$ cat src/hw/rtl/afp_pkg.sv
`timescale 1ns / 1ps

package afp_pkg;

   // raw samples per key line and the samples that take part in the debounce
   localparam int DEBOUNCE_SAMPLES = 4;
   localparam logic [3:0] KEY_MASK = 4'((1 << DEBOUNCE_SAMPLES) - 1);

   // speed level bounds
   localparam logic [2:0] LEVEL_MIN = 3'd1;
   localparam logic [2:0] LEVEL_MED = 3'd3;
   localparam logic [2:0] LEVEL_MAX = 3'd5;

   // request kinds carried in tuser
   localparam logic CMD_TICK    = 1'b0;
   localparam logic CMD_POWERUP = 1'b1;

   // position in the shoot / reload loop
   typedef enum logic [1:0] {
      PH_IDLE   = 2'd0,
      PH_SHOOT  = 2'd1,
      PH_RELOAD = 2'd2
   } phase_type;

   typedef struct packed {
      logic       enable;
      logic [2:0] level;
      phase_type  phase;
      logic [6:0] remaining;
   } state_type;

   typedef struct packed {
      logic       fire_drive;
      logic       led_on;
      logic       autofire_active;
      logic [2:0] speed_level;
      logic       corrupt;
   } result_type;

   // shoot half length in ticks, levels out of range use the normal speed
   function automatic logic [6:0] shoot_len(input logic [2:0] lvl);
      logic [6:0] len;
      case (lvl)
         3'd1:    len = 7'd20;
         3'd2:    len = 7'd20;
         3'd4:    len = 7'd3;
         3'd5:    len = 7'd2;
         default: len = 7'd7;
      endcase
      return len;
   endfunction

   // reload half length in ticks
   function automatic logic [6:0] reload_len(input logic [2:0] lvl);
      logic [6:0] len;
      case (lvl)
         3'd1:    len = 7'd108;
         3'd2:    len = 7'd30;
         3'd4:    len = 7'd3;
         3'd5:    len = 7'd2;
         default: len = 7'd7;
      endcase
      return len;
   endfunction

endpackage

$ cat src/hw/rtl/afp_update.sv
`timescale 1ns / 1ps

module afp_update (
   input  logic                  cmd,
   input  logic [3:0]            start_samples,
   input  logic [3:0]            stop_samples,
   input  afp_pkg::state_type    state_cur,
   output afp_pkg::state_type    state_nxt,
   output afp_pkg::result_type   result
);

   logic               start_key;
   logic               stop_key;
   afp_pkg::phase_type ph;
   logic [6:0]         rem;
   logic [2:0]         lvl;
   logic               en;
   logic               fire;
   logic               corrupt;

   // debounce: a key is pressed only when every sample is low
   assign start_key = (start_samples & afp_pkg::KEY_MASK) == 4'd0;
   assign stop_key  = (stop_samples & afp_pkg::KEY_MASK) == 4'd0;

   // one step of the autofire loop or a power-up level adjust
   always_comb begin
      ph      = state_cur.phase;
      rem     = state_cur.remaining;
      lvl     = state_cur.level;
      en      = state_cur.enable;
      fire    = 1'b0;
      corrupt = 1'b0;
      if (cmd == afp_pkg::CMD_POWERUP) begin
         en  = 1'b0;
         ph  = afp_pkg::PH_IDLE;
         rem = 7'd0;
         if (stop_key && lvl > afp_pkg::LEVEL_MIN) begin
            lvl = lvl - 3'd1;
         end
         if (start_key && lvl < afp_pkg::LEVEL_MAX) begin
            lvl = lvl + 3'd1;
         end
         if (lvl > afp_pkg::LEVEL_MAX || lvl < afp_pkg::LEVEL_MIN) begin
            lvl     = afp_pkg::LEVEL_MED;
            corrupt = 1'b1;
         end
      end else begin
         // unused phase code behaves as loop top
         case (state_cur.phase)
            afp_pkg::PH_SHOOT:  ph = afp_pkg::PH_SHOOT;
            afp_pkg::PH_RELOAD: ph = afp_pkg::PH_RELOAD;
            default:            ph = afp_pkg::PH_IDLE;
         endcase
         // loop top with autofire on starts a shoot half
         if (ph == afp_pkg::PH_IDLE && state_cur.enable) begin
            ph  = afp_pkg::PH_SHOOT;
            rem = afp_pkg::shoot_len(lvl);
         end
         fire = (ph == afp_pkg::PH_SHOOT);
         // key poll, stop wins
         if (start_key) begin
            en = 1'b1;
         end
         if (stop_key) begin
            en = 1'b0;
         end
         // count down the running half
         if (ph != afp_pkg::PH_IDLE) begin
            if (rem != 7'd0) begin
               rem = rem - 7'd1;
            end
            if (rem == 7'd0) begin
               if (ph == afp_pkg::PH_SHOOT) begin
                  ph  = afp_pkg::PH_RELOAD;
                  rem = afp_pkg::reload_len(lvl);
               end else begin
                  ph = afp_pkg::PH_IDLE;
               end
            end
         end
      end
   end

   assign state_nxt.enable    = en;
   assign state_nxt.level     = lvl;
   assign state_nxt.phase     = ph;
   assign state_nxt.remaining = rem;

   assign result.fire_drive      = fire;
   assign result.led_on          = fire;
   assign result.autofire_active = en;
   assign result.speed_level     = lvl;
   assign result.corrupt         = corrupt;

endmodule

$ cat src/hw/rtl/autofire_pulse_generator_core.sv
`timescale 1ns / 1ps
// channel | direction | tdata (low bit up)                         | tuser
// req_*   | in        | start_samples[3:0], stop_samples[7:4]      | cmd
// rsp_*   | out       | fire_drive, led_on, autofire_active,       | -
//         |           | speed_level[5:3], corrupt, zero pad        |
// a response becomes valid once its request has passed from the request register
// through the update logic into the response register.
// one request per cycle is sustained while responses are taken; the loop state
// updates as a request moves from the request to the response register.
// reset is synchronous: autofire off, level 3, loop top, both registers empty.
// a stalled response holds the request register; a new request is still taken
// whenever the request register empties in the same cycle.

module autofire_pulse_generator_core (
   input  logic       clock,
   input  logic       reset,
   input  logic       req_tvalid,
   output logic       req_tready,
   input  logic [7:0] req_tdata,   // start_samples[3:0], stop_samples[7:4]
   input  logic       req_tuser,   // cmd
   output logic       rsp_tvalid,
   input  logic       rsp_tready,
   output logic [7:0] rsp_tdata    // fire_drive, led_on, autofire_active,
                                   // speed_level[5:3], corrupt, 0
);

   logic                 in_valid_ff;
   logic                 in_valid_in;
   logic                 in_cmd_ff;
   logic [3:0]           in_start_ff;
   logic [3:0]           in_stop_ff;
   logic                 out_valid_ff;
   logic                 out_valid_in;
   afp_pkg::result_type  out_data_ff;
   afp_pkg::state_type   state_ff;
   afp_pkg::state_type   state_in;
   afp_pkg::result_type  result;
   logic                 advance;

   // move a request forward when the response register is free or draining
   assign advance    = in_valid_ff && (!out_valid_ff || rsp_tready);
   assign req_tready = !in_valid_ff || advance;

   assign in_valid_in  = req_tready ? req_tvalid : in_valid_ff;
   assign out_valid_in = advance ? 1'b1 : (out_valid_ff && !rsp_tready);

   // request register
   always_ff @(posedge clock) begin
      if (reset) begin
         in_valid_ff <= 1'b0;
      end else begin
         in_valid_ff <= in_valid_in;
      end
      if (req_tvalid && req_tready) begin
         in_cmd_ff   <= req_tuser;
         in_start_ff <= req_tdata[3:0];
         in_stop_ff  <= req_tdata[7:4];
      end
   end

   afp_update u_update (
      .cmd           (in_cmd_ff),
      .start_samples (in_start_ff),
      .stop_samples  (in_stop_ff),
      .state_cur     (state_ff),
      .state_nxt     (state_in),
      .result        (result)
   );

   // loop state and response register
   always_ff @(posedge clock) begin
      if (reset) begin
         out_valid_ff       <= 1'b0;
         state_ff.enable    <= 1'b0;
         state_ff.level     <= afp_pkg::LEVEL_MED;
         state_ff.phase     <= afp_pkg::PH_IDLE;
         state_ff.remaining <= 7'd0;
      end else begin
         out_valid_ff <= out_valid_in;
         if (advance) begin
            state_ff <= state_in;
         end
      end
      if (advance) begin
         out_data_ff <= result;
      end
   end

   assign rsp_tvalid = out_valid_ff;
   assign rsp_tdata  = {1'b0, out_data_ff.corrupt, out_data_ff.speed_level,
                        out_data_ff.autofire_active, out_data_ff.led_on,
                        out_data_ff.fire_drive};

   // loop top exactly when no ticks are left to count
   a_idle_count: assert property (@(posedge clock) disable iff (reset)
      (state_ff.phase == afp_pkg::PH_IDLE) == (state_ff.remaining == 7'd0))
      else $error("phase and remaining count disagree");

   // level stays in its legal range
   a_level_range: assert property (@(posedge clock) disable iff (reset)
      state_ff.level >= afp_pkg::LEVEL_MIN && state_ff.level <= afp_pkg::LEVEL_MAX)
      else $error("speed level out of range");

   // power-up leaves autofire off at loop top
   a_powerup: assert property (@(posedge clock) disable iff (reset)
      advance && in_cmd_ff == afp_pkg::CMD_POWERUP |=>
      !state_ff.enable && state_ff.phase == afp_pkg::PH_IDLE && !out_data_ff.fire_drive)
      else $error("power-up did not stop autofire");

   // a fire tick is only ever produced from a tick request
   a_fire_tick: assert property (@(posedge clock) disable iff (reset)
      advance && result.fire_drive |-> in_cmd_ff == afp_pkg::CMD_TICK && !result.corrupt)
      else $error("fire pulse from a power-up request");

endmodule
$ cat config.mk
export PLATFORM = sky130hd
export DESIGN_NAME = autofire_pulse_generator_core
export DESIGN_NICKNAME = d
export VERILOG_FILES = /design/src/hw/rtl/afp_pkg.sv /design/src/hw/rtl/afp_update.sv /design/src/hw/rtl/autofire_pulse_generator_core.sv
export SDC_FILE = /design/constraint.sdc
export NUM_CORES = 1
export LEC_CHECK = 0
export BUFFER_PORTS_ARGS = -buffer_cell sky130_fd_sc_hd__buf_4
export CORE_ASPECT_RATIO = 0.75
export CORE_MARGIN = 2
export CORE_UTILIZATION = 25
export DETAILED_ROUTE_END_ITERATION = 8
export PLACE_DENSITY = 0.47
export SLEW_MARGIN = 5
export SYNTH_ARGS = -nofsm -noshare
export SYNTH_HDL_FRONTEND = slang
export SYNTH_SLANG_ARGS = --single-unit
$ cat constraint.sdc
create_clock -name clock -period 3.6 [get_ports clock]
set_clock_uncertainty 0.2 [all_clocks]
set_input_delay 0.54 -clock clock [delete_from_list [all_inputs] [get_ports clock]]
set_output_delay 0.54 -clock clock [all_outputs]
set_load 0.03 [all_outputs]
# ---- Yosys cells after proc, flatten, opt, wreduce, memory -nomap -nowiden
# Cells that the tools add are included.
dict set report word_totals {
  reg_bits 30
  word_cells 76
  output_inout_bits 10
  in_bits 13
}
dict set report classes {
  muxes 30
  n_eq_ne 7
  n_addsub 3
  reduce_logical 19
  order_cmp 4
}
# op n
set ops {}
lappend ops {{$mux W7} 9}
lappend ops {{$pmux W7 S4} 1}
lappend ops {{$mux W3} 6}
lappend ops {{$pmux W5 S3} 1}
lappend ops {{$mux W2} 7}
lappend ops {{$logic_not A4 Y1} 2}
lappend ops {{$logic_not A7 Y1} 1}
lappend ops {{$reduce_bool A7 Y1} 1}
lappend ops {{$sub A7 B1 Y7 const B} 1}
lappend ops {{$eq A3 B3 Y1 const B} 2}
lappend ops {{$logic_and A1 B1 Y1} 6}
lappend ops {{$mux W1} 5}
lappend ops {{$eq A2 B1 Y1 const B} 2}
lappend ops {{$pmux W2 S2} 1}
lappend ops {{$add A3 B1 Y3 const B} 1}
lappend ops {{$eq A3 B1 Y1 const B} 1}
lappend ops {{$eq A3 B2 Y1 const B} 1}
lappend ops {{$gt A3 B1 Y1 const B} 1}
lappend ops {{$gt A3 B3 Y1 const B} 1}
lappend ops {{$logic_not A1 Y1} 3}
lappend ops {{$logic_or A1 B1 Y1} 3}
lappend ops {{$lt A3 B1 Y1 const B} 1}
lappend ops {{$lt A3 B3 Y1 const B} 1}
lappend ops {{$sub A3 B1 Y3 const B} 1}
lappend ops {{4 further kinds} 4}

# ---- Longest topological paths before layout
dict set report logic_depth {
  ltp_word 15
  ltp_mapped 13
  mapped_depth_nobuf 13
}

# ---- Cells and area by module
# From an unflattened synthesis, not the netlist that was laid out.
dict set report hier_totals {
  cells_unflattened 256
  area_unflattened_um2 2342.2
}
# module n_inst area_each_um2 cells_per_inst seq_area_each_um2
set modules_own_cells {}
lappend modules_own_cells {afp_update 1 1176.1 171 0.0}
lappend modules_own_cells {autofire_pulse_generator_core 1 1166.1 85 780.7}

# ---- Worst setup path after synthesis
# Ideal clock, no wire load.
dict set report synth_path {
  path_type {register to register}
  start {reg state_ff[7] (netlist bit)}
  end {reg state_ff[7] (netlist bit)}
  arrival_time_ps 3102
  stages_incl_launch_ff 12
  setup_time_ps 70
  n_path_buf 1
  period_less_slack_ps 3372
  required_ps 3330
  slack_ps 228
  path_cell_list {dfxtp_1 > inv_1 > ha_1 > and2_2 > buf_6 > o21ai_0 > ha_1 > o21ai_0 > a222oi_1 > nor4_4 > or4_2 > a21oi_1}
}
dict set report synth_via {
  elab_chain_len 15
  word_cells_on_any_way 20
  cone_classes {1 x add/sub; 2 x eq/ne; 12 x mux; 5 x reduce/logical}
}
# element line
set synth_lines {}
lappend synth_lines {{start, declared} autofire_pulse_generator_core.sv:35} ;# afp_pkg::state_type state_ff;
lappend synth_lines {{start signal, assigned} autofire_pulse_generator_core.sv:81} ;# state_ff <= state_in;
lappend synth_lines {{$eq A2 B2 Y1 or $eq A2 B1 Y1 (tied branches)} afp_update.sv:49} ;# case (state_cur.phase)
lappend synth_lines {{$pmux W2 S2 *} afp_update.sv:49}
lappend synth_lines {{$mux W2 *} afp_update.sv:33} ;# if (cmd == afp_pkg::CMD_POWERUP) begin
lappend synth_lines {{$logic_not A2 Y1} afp_update.sv:55} ;# if (ph == afp_pkg::PH_IDLE && state_cur.enable) begin
lappend synth_lines {{$logic_and A1 B1 Y1} afp_update.sv:55}
lappend synth_lines {{$mux W7} afp_update.sv:55}
lappend synth_lines {{$mux W7} afp_update.sv:33}
lappend synth_lines {{$sub A7 B1 Y7 or $reduce_bool A7 Y1 (tied branches)} {afp_update.sv:70, afp_update.sv:69}}
lappend synth_lines {{$mux W7} afp_update.sv:69} ;# if (rem != 7'd0) begin
lappend synth_lines {{$mux W7} afp_update.sv:68} ;# if (ph != afp_pkg::PH_IDLE) begin
lappend synth_lines {{$mux W7} afp_update.sv:33}
lappend synth_lines {{$logic_not A7 Y1} afp_update.sv:72} ;# if (rem == 7'd0) begin
lappend synth_lines {{$mux W2} afp_update.sv:72}
lappend synth_lines {{$mux W2 *} afp_update.sv:68}
lappend synth_lines {{$mux W2 *} afp_update.sv:33}
# Mark *: on every way between the ends. The rest lies on a longest branch, timed or not. The select of a mux whose other input is x is not followed.
# A chain may end at the register's enable or synchronous reset.

# ---- Worst setup path after layout
dict set report layout_path {
  start {reg state_ff[7] (netlist bit)}
  end {reg state_ff[0] (netlist bit)}
}
dict set report layout_via {
  elab_chain_len 15
  word_cells_on_any_way 22
  cone_classes {1 x add/sub; 3 x eq/ne; 13 x mux; 5 x reduce/logical}
}
# element line
set layout_lines {}
lappend layout_lines {{$eq A2 B2 Y1 or $eq A2 B1 Y1 (tied branches)} afp_update.sv:49}
lappend layout_lines {{$pmux W2 S2 *} afp_update.sv:49}
lappend layout_lines {{$mux W2 *} afp_update.sv:33}
lappend layout_lines {{$logic_not A2 Y1} afp_update.sv:55}
lappend layout_lines {{$logic_and A1 B1 Y1} afp_update.sv:55}
lappend layout_lines {{$mux W7} afp_update.sv:55}
lappend layout_lines {{$mux W7} afp_update.sv:33}
lappend layout_lines {{$sub A7 B1 Y7 or $reduce_bool A7 Y1 (tied branches)} {afp_update.sv:70, afp_update.sv:69}}
lappend layout_lines {{$mux W7} afp_update.sv:69}
lappend layout_lines {{$mux W7} afp_update.sv:68}
lappend layout_lines {{$mux W7} afp_update.sv:33}
lappend layout_lines {{$logic_not A7 Y1 or $mux W7 (tied branches)} {afp_update.sv:72, afp_update.sv:73}}
lappend layout_lines {{$mux W7} afp_update.sv:72}
lappend layout_lines {{$mux W7 *} afp_update.sv:68}
lappend layout_lines {{$mux W7 *} afp_update.sv:33}
# Marked as above.

==> results.yml <==
power:
  power.density_mw_per_mm2: 318
  peakVddDrop_mv: 0.174
  power_frac_clock_pct: 36.8
  pwr-share-seq_pct: 50.3
  power_leakage_nw: 0.868
  p_int_w: 0.000544
  p_switching_w: 0.000210
  swShare_pct: 27.8
  comb_power_share_pct: 12.9
placed_design:
  gp_congestion: 0.876
  port-buffer-count: 21
  dp_hpwl_um: 3580
route:
  ant_nets: 0
  via_per_inst: 5.13
  wl_met1_um: 2660
  drt-initial-drc-count: 220
  first_pass_iters: 4
  drcViolationCount: 0
  wirelength_um: 5060
  wire_per_inst_um: 14.7
  top_layer_used: "met4"
  met2WireLength_um: 1960
  wl_met3_um: 366
  vias: 1770
finish:
  final_core_util_pct: 30.2
  syn_to_final_growth_pct: 18.1
  num_antenna_cells: 0
  fin_nets: 261
  layout-drive-gt1-share_pct: 22.1
yosys:
  synth_cells: 210
  synth_nets: 232
  synth-seq-area-share_pct: 37.4
  yosysTopAreaCellShare_pct: 22.4
  synth_edf_count: 15
  syn_avg_cell_area_sq_um: 9.56
  synth_seq_cells: 30
  syn_area_sq_mm: 0.00201
  yosys.area.top_type: "edfxtp_1"
  synthArstFlopShare_pct: 0
  synth-warning-count: 0
  synth_ff_type: "edfxtp_1"
  synthTopCellsByArea: "edfxtp_1 22%, dfxtp_1 15%, ha_1 5.6%"
  synth_cell_types: 62
timing:
  setup_viol: 0
  worst_pin_slew_ns: 0.714
  slew_viol_final: 0
  rsz0062_at_grt: "no"
  hold_violations: 0
  fin_tns_setup_ns: 0
  fmax_mhz: 297
  finalCritPeriodShare_pct: 93.5
  min_period_ns: 3.37
  worst_slew_margin_rel_pct: 52.4
clock_network:
  clk_pin_slew_ns: 0.08
  cts_buffer_depth: 2
  cts.sinks: 30
  tritoncts: "done"
  clk_latency_ns: 0.28
  cts_made_buffers: 5
  cts-root-buf: "clkbuf_8"
  htree_levels: 2
setup_path:
  startpoint: "state_ff[7]"
  r2r_end: "state_ff[0]"
  required_ns: 3.59
  crit_end: "state_ff[0]"
  path_class: "reg -> reg"
  crit_chain: "inv_1 -> ha_1 -> and2_2 -> o21ai_1 -> ha_1 -> o21ai_0 -> a311o_1 -> nor4_4 -> buf_4 -> nand2_1 -> a221oi_1"
  cp_common_cell: "ha_1"
  cpMaxStageDelayCell: "a311o_1"
  worst_path_largest_cell_delay_ns: 0.39
  crit_path_start_kind: "flop"
  crit_fanout: 7
  setup.worst_path.end_class: "flop"
  r2r_slack_ns: 0.23
  r2r_cells: 11
  r2r-start: "state_ff[7]"
  crit_arrival_ns: 3.36
grt:
  grt_pass1_vias: 1556
  grt_overflow: 0
  antenna_found_initial: 0
  grt_max_degree: 21
  track_usage_pct: 11.9
  grt_pass1_wl_um: 8090
die:
  die_area_sq_mm: 0.00877
  die_h_um: 81.6
  die_w_um: 107
  start_util_pct: 25.6
  pin_count: 23
  rows: 28
  core_sq_mm: 0.00785
min_path:
  hold_class: "in -> reg"
  hold_depth: 1
outcome:
  status: "completed"
run:
  drv_cap: 0
==> cell type report <==
type,instances,area [sq um]
tap,105,131
clock buffer,5,68.8
clock inverter,3,16.3
inverter,9,33.8
multi-input combinational,160,1120
fill,854,5480
timing repair buffer,33,248
sequential,30,751
==> Yosys cell counts (5+ instances only) <==
master / count
inv_1: 8
buf_6: 6
ha_1: 9
o211ai_1: 5
a221oi_1: 5
a21oi_1: 14
nor3_1: 9
a211o_1: 5
dfxtp_1: 15
nand2_1: 15
edfxtp_1: 15
nor2_1: 19
o21ai_0: 10
==> worst min path at each step <==
| stage | start | end | slack [ns] |
|---|---|---|---|
| floorplan | state_ff[7] | state_ff[7] | 0.25 |
| global placement | state_ff[7] | state_ff[7] | 0.26 |
| detailed placement | state_ff[7] | state_ff[7] | 0.27 |
| CTS | req_tuser | in_cmd_ff | 0.22 |
| global route | req_tdata[5] | in_stop_ff[1] | 0.22 |
| finish | req_tdata[0] | in_start_ff[0] | 0.23 |
==> sequential cells by signal, indices dropped and copies added, names as in the netlist <==
name,flops
in_start_ff,4
in_stop_ff,4
in_cmd_ff,1
rsp_tvalid,1
in_valid_ff,1
state_ff,13
rsp_tdata,6
==> timing repair <==
item | CTS | global route
hold endpoints to repair | 0 | 0
hold buffers | 0 | 0
gates resized for setup | 0 | 3
endpoints found under the setup margin | 0 | 9
setup buffers | 0 | 1
==> power by group through the flow <==
stage | combinational [W] | sequential, W | clock (W)
CTS | 0.0000959 | 0.000379 | 0.000290
global route | 0.000107 | 0.000381 | 0.000307
global placement | 0.0000957 | 0.000388 | 0
detailed placement | 0.0000954 | 0.000387 | 0
floorplan | 0.0000615 | 0.000391 | 0
finish | 0.0000971 | 0.000379 | 0.000278
==> cells in the final DEF (no fill, tap or decap), types with 2 or more instances in the layout <==
cell       instances
nor3_1             9
a211oi_1           3
mux2i_1            4
buf_4             33
nand4_1            3
o21ai_1            2
clkinv_1           2
nand3_1            3
a211o_1            5
xnor2_1            4
inv_1              8
ha_1               8
mux2_2             2
clkbuf_8           5
nor2_1            19
a21oi_1           14
a31oi_1            4
a221oi_1           5
o211ai_1           5
o31a_1             2
o21ai_0            8
nand2_1           15
nor2b_1            3
a2111oi_0          2
o311ai_0           2
dfxtp_1           15
and2_1             2
a22oi_1            2
nand2b_1           2
edfxtp_1          15
==> kinds of logic (layout without fill, tap and decap cells) <==
logic type / after synthesis / in the layout / share of synthesized area (%)
xor gates and xnor gates: 5 / 5 / 2.18
muxes: 6 / 6 / 3.12
other: 1 / 1 / 0.187
DFF: 30 / 30 / 37.4
and+or+nand+nor: 68 / 68 / 17.9
adders and majority gates: 9 / 9 / 5.61
AOI/OAI and AO/OA: 71 / 71 / 26.8
buffers and inverters: 20 / 50 / 6.79
==> stage by stage <==
stage,power (W),hold WS [ns],worst slack (ns),instance area (sq um),cells
3_3_place_gp,0.000483,0.260,0.219,2280,336
4_1_cts,0.000765,0.224,0.0328,2360,344
6_report,0.000754,0.233,0.233,2370,345
5_1_grt,0.000794,0.220,0.0455,2370,345
3_5_place_dp,0.000482,0.265,0.0500,2280,336
2_1_floorplan,0.000452,0.247,0.228,2010,210
==> worst max-delay path, delay by kind of cell (launching register included) <==
| kind | cells | cell delay (ns) |
|---|---|---|
| flip-flops | 1 | 0.36 |
| AO/OA/AOI/OAI | 4 | 1.08 |
| adder cells (fa/ha/maj) | 2 | 0.70 |
| buffers and inverters | 2 | 0.25 |
| AND/OR/NAND/NOR | 3 | 0.69 |
==> per-layer routing <==
metal	global-route usage, %	vias to the layer above
met2	16.5	63
met4	4.87	0
li1	-	867
met1	17.8	834
met3	2.14	6
met5	0	-
No activity file was read; power rests on OpenSTA's default activity.
